**src/rtl/esed_pkg.sv**
```systemverilog
// ----------------------------------------------------------------------------
// esed_pkg: shared types and constants of the encoder switch event decoder
// Event codes, register indexes, reset values, the quadrature step table
// and the event bundle that travels from the front part to the back part.
// ----------------------------------------------------------------------------
package esed_pkg;

  localparam int PIN_W        = 6;
  localparam int PINS_PER_ENC = 3;
  localparam int NUM_ENC      = 2;

  localparam int CFG_IDX_W  = 2;
  localparam int CFG_DATA_W = 16;
  localparam int DEBOUNCE_W = 16;
  localparam int DETENT_W   = 5;
  localparam int LONG_W     = 16;
  localparam int STEP_W     = 6;

  localparam logic [CFG_IDX_W-1:0] REG_DEBOUNCE   = 2'd0;
  localparam logic [CFG_IDX_W-1:0] REG_DETENT     = 2'd1;
  localparam logic [CFG_IDX_W-1:0] REG_LONG_PRESS = 2'd2;

  localparam logic [DEBOUNCE_W-1:0] DEBOUNCE_RESET   = 16'd20;
  localparam logic [DETENT_W-1:0]   DETENT_RESET     = 5'd4;
  localparam logic [LONG_W-1:0]     LONG_PRESS_RESET = 16'd800;

  localparam logic [2:0] EV_LEFT_ROTATE  = 3'd0;
  localparam logic [2:0] EV_RIGHT_ROTATE = 3'd1;
  localparam logic [2:0] EV_LEFT_CLICK   = 3'd2;
  localparam logic [2:0] EV_RIGHT_CLICK  = 3'd3;
  localparam logic [2:0] EV_RIGHT_LONG   = 3'd4;

  localparam logic signed [1:0] DIR_NONE = 2'sd0;
  localparam logic signed [1:0] DIR_CW   = 2'sd1;
  localparam logic signed [1:0] DIR_CCW  = -2'sd1;

  localparam logic [1:0] PHASE_IDLE = 2'b11;

  localparam int MAX_EVENTS  = 4;
  localparam int EV_IDX_W    = 2;
  localparam int QUEUE_DEPTH = 2;
  localparam int QPTR_W      = (QUEUE_DEPTH > 1) ? $clog2(QUEUE_DEPTH) : 1;
  localparam int QCNT_W      = $clog2(QUEUE_DEPTH + 1);

  typedef struct packed {
    logic [2:0]        kind;
    logic signed [1:0] dir;
  } event_t;

  typedef struct packed {
    event_t [MAX_EVENTS-1:0] ev;
    logic [EV_IDX_W-1:0]     last_pos;
  } bundle_t;

  typedef struct packed {
    logic full;
    logic empty;
  } q_status_t;

  // Index is {previous phase, new phase}, each phase being {B, A}.
  function automatic logic signed [1:0] phase_step(input logic [3:0] idx);
    logic signed [1:0] step;
    unique case (idx)
      4'b0001, 4'b0111, 4'b1110, 4'b1000: step = DIR_CW;
      4'b0010, 4'b1011, 4'b1101, 4'b0100: step = DIR_CCW;
      default:                            step = DIR_NONE;
    endcase
    return step;
  endfunction

endpackage

```
**src/rtl/esed_front.sv**
```systemverilog
// ----------------------------------------------------------------------------
// esed_front: sample decoder
// Holds the configuration registers and the per-encoder state, decodes one
// pin sample per accepted cycle and packs the events it causes into one bundle.
// ----------------------------------------------------------------------------
module esed_front #(
  parameter int TIMER_BITS = 16
) (
  input  logic                           clk,
  input  logic                           rst,
  input  logic                           cfg_valid,
  input  logic [esed_pkg::CFG_IDX_W-1:0] cfg_index,
  input  logic [esed_pkg::CFG_DATA_W-1:0] cfg_data,
  input  logic                           in_accept,
  input  logic [esed_pkg::PIN_W-1:0]     pin_sample,
  output logic                           push,
  output esed_pkg::bundle_t              bundle
);
  import esed_pkg::*;

  localparam int CMP_W = (TIMER_BITS > DEBOUNCE_W) ? TIMER_BITS : DEBOUNCE_W;

  logic [DEBOUNCE_W-1:0] debounce_ticks;
  logic [DETENT_W-1:0]   detent_ticks;
  logic [LONG_W-1:0]     long_press_ticks;

  logic [1:0]               prev_phase [NUM_ENC];
  logic signed [STEP_W-1:0] step_count [NUM_ENC];
  logic [NUM_ENC-1:0]       raw_level;
  logic [NUM_ENC-1:0]       stable_level;
  logic [TIMER_BITS-1:0]    since_change [NUM_ENC];
  logic [TIMER_BITS-1:0]    held_time;
  logic [NUM_ENC-1:0]       long_fired;

  logic [1:0]               prev_phase_next [NUM_ENC];
  logic signed [STEP_W-1:0] step_count_next [NUM_ENC];
  logic [NUM_ENC-1:0]       raw_level_next;
  logic [NUM_ENC-1:0]       stable_level_next;
  logic [TIMER_BITS-1:0]    since_change_next [NUM_ENC];
  logic [TIMER_BITS-1:0]    held_time_next;
  logic [NUM_ENC-1:0]       long_fired_next;

  logic [NUM_ENC-1:0]       rot_fire;
  logic signed [1:0]        rot_dir [NUM_ENC];
  logic [NUM_ENC-1:0]       click_fire;
  logic                     long_fire;

  always_comb begin
    logic [1:0]               phase;
    logic                     sw;
    logic signed [1:0]        step;
    logic signed [STEP_W:0]   sum;
    logic signed [STEP_W:0]   det;
    phase = '0;
    sw    = 1'b0;
    step  = DIR_NONE;
    sum   = '0;
    det   = {2'b00, detent_ticks};
    prev_phase_next   = prev_phase;
    step_count_next   = step_count;
    raw_level_next    = raw_level;
    stable_level_next = stable_level;
    since_change_next = since_change;
    long_fired_next   = long_fired;
    rot_fire          = '0;
    click_fire        = '0;
    long_fire         = 1'b0;
    for (int i = 0; i < NUM_ENC; i++) begin
      rot_dir[i] = DIR_NONE;
    end
    held_time_next = (&held_time) ? held_time : held_time + 1'b1;

    for (int i = 0; i < NUM_ENC; i++) begin
      phase = pin_sample[PINS_PER_ENC*i +: 2];
      sw    = pin_sample[PINS_PER_ENC*i + 2];
      step  = phase_step({prev_phase[i], phase});
      sum   = {step_count[i][STEP_W-1], step_count[i]} + {{(STEP_W-1){step[1]}}, step};

      // A rotate event fires as soon as the count reaches a detent either way.
      if (step != DIR_NONE) begin
        if (sum >= det) begin
          step_count_next[i] = '0;
          rot_fire[i]        = 1'b1;
          rot_dir[i]         = DIR_CW;
        end else if (sum <= -det) begin
          step_count_next[i] = '0;
          rot_fire[i]        = 1'b1;
          rot_dir[i]         = DIR_CCW;
        end else begin
          step_count_next[i] = sum[STEP_W-1:0];
        end
      end
      prev_phase_next[i] = phase;

      if (sw != raw_level[i]) begin
        raw_level_next[i]    = sw;
        since_change_next[i] = '0;
      end else begin
        since_change_next[i] = (&since_change[i]) ? since_change[i]
                                                  : since_change[i] + 1'b1;
      end

      if ((CMP_W'(since_change_next[i]) >= CMP_W'(debounce_ticks)) &&
          (sw != stable_level[i])) begin
        stable_level_next[i] = sw;
        if (!sw) begin
          if (i == 1) begin
            held_time_next = '0;
          end
          long_fired_next[i] = 1'b0;
        end else if (!long_fired[i]) begin
          click_fire[i] = 1'b1;
        end
      end
    end

    // Only the second switch has a long press.
    if (!stable_level_next[1] && !long_fired_next[1] &&
        (CMP_W'(held_time_next) >= CMP_W'(long_press_ticks))) begin
      long_fired_next[1] = 1'b1;
      long_fire          = 1'b1;
    end
  end

  // Pack the events in encoder order into the lowest bundle slots.
  always_comb begin
    event_t                cand [5];
    logic [4:0]            cand_v;
    logic [EV_IDX_W:0]     n;
    cand[0] = '{kind: EV_LEFT_ROTATE,  dir: rot_dir[0]};
    cand[1] = '{kind: EV_LEFT_CLICK,   dir: DIR_NONE};
    cand[2] = '{kind: EV_RIGHT_ROTATE, dir: rot_dir[1]};
    cand[3] = '{kind: EV_RIGHT_CLICK,  dir: DIR_NONE};
    cand[4] = '{kind: EV_RIGHT_LONG,   dir: DIR_NONE};
    cand_v  = {long_fire, click_fire[1], rot_fire[1], click_fire[0], rot_fire[0]};
    n       = '0;
    bundle  = '0;
    for (int k = 0; k < 5; k++) begin
      if (cand_v[k]) begin
        bundle.ev[n[EV_IDX_W-1:0]] = cand[k];
        n = n + 1'b1;
      end
    end
    bundle.last_pos = n[EV_IDX_W-1:0] - 1'b1;
    push            = in_accept && (n != '0);
  end

  always_ff @(posedge clk) begin
    if (rst) begin
      debounce_ticks   <= DEBOUNCE_RESET;
      detent_ticks     <= DETENT_RESET;
      long_press_ticks <= LONG_PRESS_RESET;
      for (int i = 0; i < NUM_ENC; i++) begin
        prev_phase[i]   <= PHASE_IDLE;
        step_count[i]   <= '0;
        since_change[i] <= '0;
      end
      raw_level    <= '1;
      stable_level <= '1;
      held_time    <= '0;
      long_fired   <= '0;
    end else begin
      if (cfg_valid) begin
        unique case (cfg_index)
          REG_DEBOUNCE:   debounce_ticks   <= cfg_data[DEBOUNCE_W-1:0];
          REG_DETENT:     detent_ticks     <= cfg_data[DETENT_W-1:0];
          REG_LONG_PRESS: long_press_ticks <= cfg_data[LONG_W-1:0];
          default: ;
        endcase
      end
      if (in_accept) begin
        prev_phase   <= prev_phase_next;
        step_count   <= step_count_next;
        raw_level    <= raw_level_next;
        stable_level <= stable_level_next;
        since_change <= since_change_next;
        held_time    <= held_time_next;
        long_fired   <= long_fired_next;
      end
    end
  end

endmodule

```
**src/rtl/esed_queue.sv**
```systemverilog
// ----------------------------------------------------------------------------
// esed_queue: bundle queue
// A short first-in first-out queue of event bundles between the decoder and
// the event sequencer.
// ----------------------------------------------------------------------------
module esed_queue (
  input  logic                  clk,
  input  logic                  rst,
  input  logic                  push,
  input  esed_pkg::bundle_t     wr_data,
  input  logic                  pop,
  output esed_pkg::bundle_t     rd_data,
  output esed_pkg::q_status_t   stat
);
  import esed_pkg::*;

  bundle_t             mem [QUEUE_DEPTH];
  logic [QPTR_W-1:0]   wr_ptr;
  logic [QPTR_W-1:0]   rd_ptr;
  logic [QCNT_W-1:0]   count;

  assign rd_data    = mem[rd_ptr];
  assign stat.full  = (count == QCNT_W'(QUEUE_DEPTH));
  assign stat.empty = (count == '0);

  always_ff @(posedge clk) begin
    if (push) begin
      mem[wr_ptr] <= wr_data;
    end
  end

  always_ff @(posedge clk) begin
    if (rst) begin
      wr_ptr <= '0;
      rd_ptr <= '0;
      count  <= '0;
    end else begin
      if (push) begin
        wr_ptr <= (wr_ptr == QPTR_W'(QUEUE_DEPTH - 1)) ? '0 : wr_ptr + 1'b1;
      end
      if (pop) begin
        rd_ptr <= (rd_ptr == QPTR_W'(QUEUE_DEPTH - 1)) ? '0 : rd_ptr + 1'b1;
      end
      if (push && !pop) begin
        count <= count + 1'b1;
      end else if (pop && !push) begin
        count <= count - 1'b1;
      end
    end
  end

endmodule

```
**src/rtl/esed_back.sv**
```systemverilog
// ----------------------------------------------------------------------------
// esed_back: event sequencer
// Takes one bundle at a time from the queue and hands its events out one
// per cycle while out_stall is low, marking the final event of each sample.
// ----------------------------------------------------------------------------
module esed_back (
  input  logic                  clk,
  input  logic                  rst,
  input  esed_pkg::bundle_t     head,
  input  esed_pkg::q_status_t   q_stat,
  output logic                  pop,
  input  logic                  out_stall,
  output logic                  out_valid,
  output logic [2:0]            event_kind,
  output logic signed [1:0]     direction,
  output logic                  last_event
);
  import esed_pkg::*;

  bundle_t              cur;
  logic                 cur_valid;
  logic [EV_IDX_W-1:0]  pos;
  logic                 take;
  logic                 at_last;
  logic                 finish;

  assign at_last = (pos == cur.last_pos);
  assign take    = cur_valid && !out_stall;
  assign finish  = take && at_last;
  assign pop     = (!cur_valid || finish) && !q_stat.empty;

  assign out_valid  = cur_valid;
  assign event_kind = cur.ev[pos].kind;
  assign direction  = cur.ev[pos].dir;
  assign last_event = at_last;

  always_ff @(posedge clk) begin
    if (pop) begin
      cur <= head;
    end
  end

  always_ff @(posedge clk) begin
    if (rst) begin
      cur_valid <= 1'b0;
      pos       <= '0;
    end else begin
      if (pop) begin
        cur_valid <= 1'b1;
        pos       <= '0;
      end else if (finish) begin
        cur_valid <= 1'b0;
      end else if (take) begin
        pos <= pos + 1'b1;
      end
    end
  end

endmodule

```
**src/rtl/encoder_switch_event_decoder_unit.sv**
```systemverilog
// ----------------------------------------------------------------------------
// encoder_switch_event_decoder_unit: two rotary encoders with push switches
// Decodes 1 ms pin polls into rotate, click and long-press events.
// ----------------------------------------------------------------------------
//
//  Channel  | Direction | Handshake           | Payload
//  ---------+-----------+---------------------+--------------------------------
//  input    | in        | in_valid / in_stall | pin_sample[5:0]
//  output   | out       | out_valid/out_stall | event_kind, direction, last_event
//  config   | in        | cfg_valid/cfg_ready | cfg_index[1:0], cfg_data[15:0]
//
// The decoder takes one pin sample per cycle while in_stall is low and turns
// it into a bundle of zero to four events in that same cycle; a two-entry
// bundle queue follows. The sequencer puts out one event per cycle while
// out_stall is low, so the events of one sample leave one after another.
// in_stall rises only while the bundle queue is full; a sample that causes
// no event never enters the queue. Configuration writes are registered and
// cfg_ready is always high. Synchronous reset sets the state registers to
// the idle-high line state and documented defaults, not the bundle data.
// ----------------------------------------------------------------------------
module encoder_switch_event_decoder_unit #(
  parameter int TIMER_BITS = 16
) (
  input  logic                            clk,
  input  logic                            rst,
  input  logic                            in_valid,
  output logic                            in_stall,
  input  logic [esed_pkg::PIN_W-1:0]      pin_sample,
  output logic                            out_valid,
  input  logic                            out_stall,
  output logic [2:0]                      event_kind,
  output logic signed [1:0]               direction,
  output logic                            last_event,
  input  logic                            cfg_valid,
  output logic                            cfg_ready,
  input  logic [esed_pkg::CFG_IDX_W-1:0]  cfg_index,
  input  logic [esed_pkg::CFG_DATA_W-1:0] cfg_data
);
  import esed_pkg::*;

  logic      in_accept;
  logic      front_push;
  bundle_t   front_bundle;
  bundle_t   q_head;
  q_status_t q_stat;
  logic      back_pop;

  // A request is accepted whenever the queue can take its bundle.
  assign in_stall  = q_stat.full;
  assign in_accept = in_valid && !in_stall;
  assign cfg_ready = 1'b1;

  esed_front #(
    .TIMER_BITS(TIMER_BITS)
  ) u_front (
    .clk        (clk),
    .rst        (rst),
    .cfg_valid  (cfg_valid),
    .cfg_index  (cfg_index),
    .cfg_data   (cfg_data),
    .in_accept  (in_accept),
    .pin_sample (pin_sample),
    .push       (front_push),
    .bundle     (front_bundle)
  );

  esed_queue u_queue (
    .clk     (clk),
    .rst     (rst),
    .push    (front_push),
    .wr_data (front_bundle),
    .pop     (back_pop),
    .rd_data (q_head),
    .stat    (q_stat)
  );

  esed_back u_back (
    .clk        (clk),
    .rst        (rst),
    .head       (q_head),
    .q_stat     (q_stat),
    .pop        (back_pop),
    .out_stall  (out_stall),
    .out_valid  (out_valid),
    .event_kind (event_kind),
    .direction  (direction),
    .last_event (last_event)
  );

  // The decoder never writes a bundle into a full queue.
  assert property (@(posedge clk) disable iff (rst) !(front_push && q_stat.full))
    else $error("bundle pushed into a full queue");

  // Bundles enter the queue only for accepted samples.
  assert property (@(posedge clk) disable iff (rst) front_push |-> in_accept)
    else $error("bundle pushed without an accepted sample");

  // Rotate events carry a direction and all other events carry none.
  assert property (@(posedge clk) disable iff (rst)
    out_valid |-> (((event_kind == EV_LEFT_ROTATE) || (event_kind == EV_RIGHT_ROTATE))
                   == (direction != DIR_NONE)))
    else $error("direction does not match event kind");

endmodule
```
**config.mk**
```make
export PLATFORM = sky130hd
export DESIGN_NAME = encoder_switch_event_decoder_unit
export DESIGN_NICKNAME = d
export VERILOG_FILES = /design/src/rtl/esed_pkg.sv /design/src/rtl/esed_front.sv /design/src/rtl/esed_queue.sv /design/src/rtl/esed_back.sv /design/src/rtl/encoder_switch_event_decoder_unit.sv
export SDC_FILE = /design/constraint.sdc
export NUM_CORES = 1
export LEC_CHECK = 0
export BUFFER_PORTS_ARGS = -buffer_cell sky130_fd_sc_hd__buf_2
export CAP_MARGIN = 20
export CORE_MARGIN = 2
export CORE_UTILIZATION = 35
export CTS_CLUSTER_SIZE = 30
export DETAILED_ROUTE_END_ITERATION = 10
export GPL_TIMING_DRIVEN = 0
export SYNTH_ARGS = -nofsm -noshare
export SYNTH_HDL_FRONTEND = slang
export SYNTH_HIERARCHICAL = 1
export SYNTH_SLANG_ARGS = --single-unit
```
**constraint.sdc**
```tcl
create_clock -name clk -period 7.25 [get_ports clk]
set_input_delay 0.725 -clock clk [delete_from_list [all_inputs] [get_ports clk]]
set_output_delay 0.725 -clock clk [all_outputs]
set_load 0.01 [all_outputs]
```
-- Word-level counts from Yosys, hierarchy flattened
Memories as Yosys holds them, arrays and structs flattened. A register that Yosys moved wholly into a read port is not among the register bits.
Cells that the tools add are included.
- $lt $le $gt $ge: 16
- equal/unequal tests: 8
- add/subtract/negate cells: 16
- multiplexer cells: 62
- reductions and logical operators: 44
- bitwise logic cells: 10
- operator list (operator ; count):
    two-way mux 16 bit ; 7
    two-way mux 20 bit ; 4
    adder 16 x 1 -> 16 bit, second input constant ; 3
    >= comparator 16 bit ; 3
    AND reduction 16 bit ; 3
    demux 5 bit (select 2 bit) ; 4
    inverter 16 bit ; 2
    two-way mux 5 bit ; 5
    two-way mux 6 bit ; 4
    two-way mux 1 bit ; 23
    bitwise mux 20 bit ; 1
    two-way mux 2 bit ; 9
    AND reduction 2 bit ; 9
    AND 16 bit ; 1
    AND 4 x 16 -> 16 bit ; 1
    logical AND 1 bit ; 15
    adder 6 x 2 -> 7 bit ; 2
    >= comparator 7 x 6 -> 1 bit ; 2
    less-or-equal comparator 7 bit ; 2
    AND 12 bit ; 1
    < comparator 2 x 3 -> 1 bit, second input constant ; 4
    two-way mux 3 bit ; 4
    inverter 12 bit ; 1
    binary-select mux 5 bit (select 2 bit) ; 1
    23 further kinds ; 45
- memories kept: 3
- logic and storage cells: 179
- bits in registers: 113
- bits in writable memories: 44
- output and inout bits: 9
- ROM bits: 64
- memory list (memory ; depth ; width ; rd ports ; clocked after memory_dff ; wr ports ; RTL line ; RTL):
    u_queue.mem ; 2 ; 22 ; 1 ; 1 ; 1 ; esed_queue.sv:17 ; bundle_t mem [QUEUE_DEPTH];
    (name not given) ; 16 ; 2 ; 1 ; 0 ; 0 ; esed_pkg.sv:63 ; unique case (idx)
    (name not given) ; 16 ; 2 ; 1 ; 0 ; 0 ; esed_pkg.sv:63 ;

-- Depth between registers and ports, before layout
An unclocked memory read counts as a cell.
- word-level depth: 21
- gate-level depth with buffers: 33
- gate-level depth less buffers: 33

-- By module
The synthesis kept the hierarchy.
- modules (own cells, without submodules) (module ; area an instance (um2) ; cells an instance ; times used):
    esed_front ; 8247.9 ; 1043 ; 1
    esed_queue ; 1786.7 ; 90 ; 1
    esed_back ; 1023.5 ; 51 ; 1
    encoder_switch_event_decoder_unit ; 25.0 ; 3 ; 1

-- Worst setup path before layout
OpenSTA, ideal clock, no wires.
- path kind: input to register
- start point: input port pin_sample[3] (netlist name)
- end point: memory u_queue/mem[0][0] (netlist name) (enable)
- buffers on the path: 0
- path slack: 0.003 ns
- arrival time: 6.844 ns
- stages on the path: 25
- required time: 6.847 ns
- path through: inv_1 > ha_1 > xnor2_1 > xnor2_1 > ha_1 > inv_1 > fa_1 > nor2b_1 > o21ai_0 > a21oi_1 > ha_1 > a21o_1 > a211oi_1 > a31oi_1 > a21oi_2 > inv_1 > fa_1 > inv_1 > ha_1 > mux2i_1 > ha_1 > mux2_2 > ha_1 > a21oi_1 > nor2b_1
- cells in the longest elaborated chain, start to end: 15
- elaborated cells on any way between the ends: 17
- those cells by class: add/sub: 3; order compare: 2; mux: 8; reduce/logical: 3; memory: 1
- ends and longest elaborated chain (element ; RTL line ; RTL):
    from (decl) ; encoder_switch_event_decoder_unit.sv:28 ; input logic [esed_pkg::PIN_W-1:0] pin_sample,
    memory read (16 x 2 bit) (*) ; - ;
    adder 6 x 2 -> 7 bit ; esed_front.sv:77 ; sum = {step_count[i][STEP_W-1], step_count[i]} + {{(STEP_W-1){step[1]}}, step};
    less-or-equal comparator 7 bit ; esed_front.sv:85 ; end else if (sum <= -det) begin
    two-way mux 1 bit ; esed_front.sv:85 ;
    two-way mux 1 bit ; esed_front.sv:81 ; if (sum >= det) begin
    two-way mux 1 bit (*) ; esed_front.sv:80 ; if (step != DIR_NONE) begin
    two-way mux 3 bit (*) ; esed_front.sv:139 ; if (cand_v[k]) begin
    adder 3 x 1 -> 3 bit ; esed_front.sv:141 ; n = n + 1'b1;
    two-way mux 3 bit (*) ; esed_front.sv:139 ;
    adder 3 x 1 -> 3 bit ; esed_front.sv:141 ;
    two-way mux 3 bit (*) ; esed_front.sv:139 ;
    nonzero test 3 bit (*) ; esed_front.sv:145 ; push = in_accept && (n != '0);
    logical AND 1 bit (*) ; esed_front.sv:145 ;
    named net front_push ; encoder_switch_event_decoder_unit.sv:42 ; logic front_push;
    two-way mux 1 bit (*) ; esed_queue.sv:27 ; if (push) begin
    two-way mux 1 bit (implied by the code) (*) ; esed_queue.sv:28 ; mem[wr_ptr] <= wr_data;
    to (decl) ; esed_queue.sv:17 ;
The timed path passes the listed nets; every way through them passes the cells marked *.

==> impl_metrics.yaml <==
cells_and_area:
  num-nets-final: 1395
  drive_above_1_share: 0.1344
  nFillCells: 3166
  final_cell_mix: "130 x nand2_1, 114 x nor2_1, 113 x dfxtp_1"
  num_antenna_cells: 0
  syn_to_final_growth_pct: 13.49
  ff_latch_area_mm2: 0.004265
  multiInputGateArea_mm2: 0.006384
  layout_commonest_cell: "nand2_1"
logic_synthesis:
  synth_warnings: 6
  ys_ff_latch: 180
  synth-edff-count: 66
  avgSynthCellArea_um2: 9.337
  ys_async_sr_fraction: 0
  ys_types: 87
  syn_area_mm2: 0.01108
  synth_ff_type: "dfxtp_1"
  synthCells: 1187
  syn_nets: 1329
  seq_area_frac_synth: 0.3847
floorplanning:
  die_height_um: 182.0
  die_width_um: 182.0
  core_mm2: 0.03139
  io_pins: 38
  floorplan.initialDensity: 0.3530
  die-area_mm2: 0.03311
  num_rows: 65
grt:
  grt_use_total: 0.1688
  grt_pass1_wl_um: 44150
  grt_overflow: 0
  grt_start_max_net_pins: 23
  antenna_found_initial: 0
  grt_pass1_vias: 8469
timing:
  hold_ws_ns: 0.4531
  maxSlewViolCount: 0
  setup_viol: 0
  worst-slew-pin-transition_ns: 0.9234
  period_minus_slack_ns: 6.924
  finalHoldViolCount: 0
  fmax_ghz: 0.1444
  max-slew-margin-rel: 0.3844
  period_share: 0.9551
  finalSetupTns_ns: 0
  clock_skew_ns: 0.01132
min_path:
  min_from: "u_front/debounce_ticks[9]$_SDFFE_PP0P_"
  hp-class: "reg2reg"
drt:
  drt_pass1_iterations: 5
  routed-via-count: 8674
  vias_per_cell: 5.203
  drtIter0Drc: 584
  wl_um: 27240
  drcViolationCount: 0
  wl_per_cell_um: 16.34
  ant_nets: 0
worst_setup_path:
  critPathMaxStageDelay_ns: 0.45
  crit_path_end_kind: "register"
  worstPathArrival_ns: 7.30
  worstReg2RegStart: "u_front/since_change[0]$_SDFFE_PP0P_"
  crit_path_start_kind: "register"
  worstSetupPathType: "reg2reg"
  critical_path.slowest_cell: "dfxtp_1"
  cpMostUsedCell: "ha_1"
  critPathRequiredTime_ns: 7.63
  startpoint: "u_front/since_change[0]$_SDFFE_PP0P_"
  cp_max_fo: 10
clock_network:
  cts_tree: "yes"
  cts.clk_slew.worst_paths_ns: 0.07
  clock-sinks: 180
  clock_latency_ns: 0.44
  clockBufferDepth: 2
  htree_levels: 4
  root_buffer: "clkbuf_16"
  cts_buffers: 17
placement:
  place.gp.congestion: 0.8325
  numPortBuffers: 35
  post-dp-hpwl_um: 20260
job:
  cap_viol_max_count: 0
pwr:
  fin_total_pwr_w: 0.003358
  powerDensity_mw_per_mm2: 266.9
  static-leakage-power_nw: 4.938
  peakVddDrop_v: 0.0001728
run_status:
  status: "completed"
[synthesized netlist by cell type, types with 24 or more instances]
library cell | number | area share
nand2_1 | 130 | 0.044
dfxtp_1 | 114 | 0.21
nor2_1 | 114 | 0.039
ha_1 | 110 | 0.12
a21oi_1 | 93 | 0.042
inv_1 | 78 | 0.026
edfxtp_1 | 66 | 0.18
o21ai_0 | 38 | 0.017
mux2i_1 | 36 | 0.033
clkbuf_1 | 30 | 0.010
xnor2_1 | 29 | 0.023
nand3_1 | 26 | 0.012
xor2_1 | 26 | 0.021
mux2_2 | 24 | 0.024
[per-stage QoR]
| step | cells | area [um^2] | setup WS, ns | util |
|---|---|---|---|---|
| 2_1_floorplan | 1187 | 11080 | 0.003119 | - |
| 3_3_place_gp | 1624 | 11760 | -1.669 | 0.3747 |
| 3_5_place_dp | 1627 | 11820 | -0.9706 | 0.3766 |
| 4_1_cts | 1662 | 12490 | 0.03854 | 0.3980 |
| 5_1_grt | 1667 | 12580 | -0.01756 | 0.4007 |
| 6_report | 1667 | 12580 | 0.3259 | 0.4007 |
[final cells by class]
cell class,count,share of cell area
clock inverter,14,0.01502
tap,402,0.03999
inverter,78,0.02328
clock buffer,17,0.03382
multi-input combinational,883,0.5075
sequential,180,0.3391
buffer,46,0.01820
timing repair buffer,47,0.02308
[state kept, by name, indices dropped and copies added (netlist names), 4 cells and up, named ones only]
register                  cells
u_front/detent_ticks          5
u_front/long_press_ticks     16
u_back/cur                   22
u_front/debounce_ticks       16
u_queue/mem                  44
u_front/held_time            16
u_front/step_count           12
u_front/since_change         32
u_front/prev_phase            4
[critical path: cells and delay by family, from the launching register on]
kind            cells  cell delay (ns)
mux                 1             0.37
flops               1             0.45
fa+ha+maj           5             1.40
xor+xnor            1             0.18
compound gates      9             1.47
buf+inv             4             0.85
simple gates       11             2.13
[power by group]
group | leakage [nW] | total (W) | internal (W) | switching, W
combinational | 3.09 | 0.00103 | 0.000440 | 0.000588
sequential | 1.55 | 0.00134 | 0.00127 | 0.0000666
clock | 0.297 | 0.000988 | 0.000553 | 0.000435
[logic make-up after synthesis]
group                    count (synthesis)  synth area share
adder cells (fa/ha/maj)                113            0.1296
XOR/XNOR                                57           0.04742
AO/OA/AOI/OAI                          228            0.1332
buffers and inverters                  124           0.04629
AND/OR/NAND/NOR                        416            0.1859
other                                    1         0.0003384
multiplexers                            68           0.07248
flip-flops                             180            0.3847
[layer usage]
metal | GRT usage | vias up | routed length (um)
li1 | - | 4345 | -
met1 | 0.2242 | 4147 | 12970
met2 | 0.2826 | 157 | 12820
met3 | 0.02788 | 25 | 1013
met4 | 0.05000 | 0 | 442
met5 | 0 | - | 0
[what timing repair did]
action / in CTS / in global routing
setup endpoints to repair: 47 / 46
endpoints found under the hold margin: 0 / 0
pin swaps: 2 / 3
resized for setup: 10 / 14
setup buffers: 4 / 5
hold buffers: 0 / 0
[final timing paths]
check	slack [ns]	end	cells past startpoint
hold reg to reg	0.45	u_front/debounce_ticks[9]$_SDFFE_PP0P_	2
setup reg to reg	0.33	u_queue/count[1]$_SDFFE_PP0P_	31
setup / recovery	0.33	u_queue/count[1]$_SDFFE_PP0P_	31
hold / removal	0.45	u_front/debounce_ticks[9]$_SDFFE_PP0P_	2
Note: power is estimated with default switching activity, not from simulation.
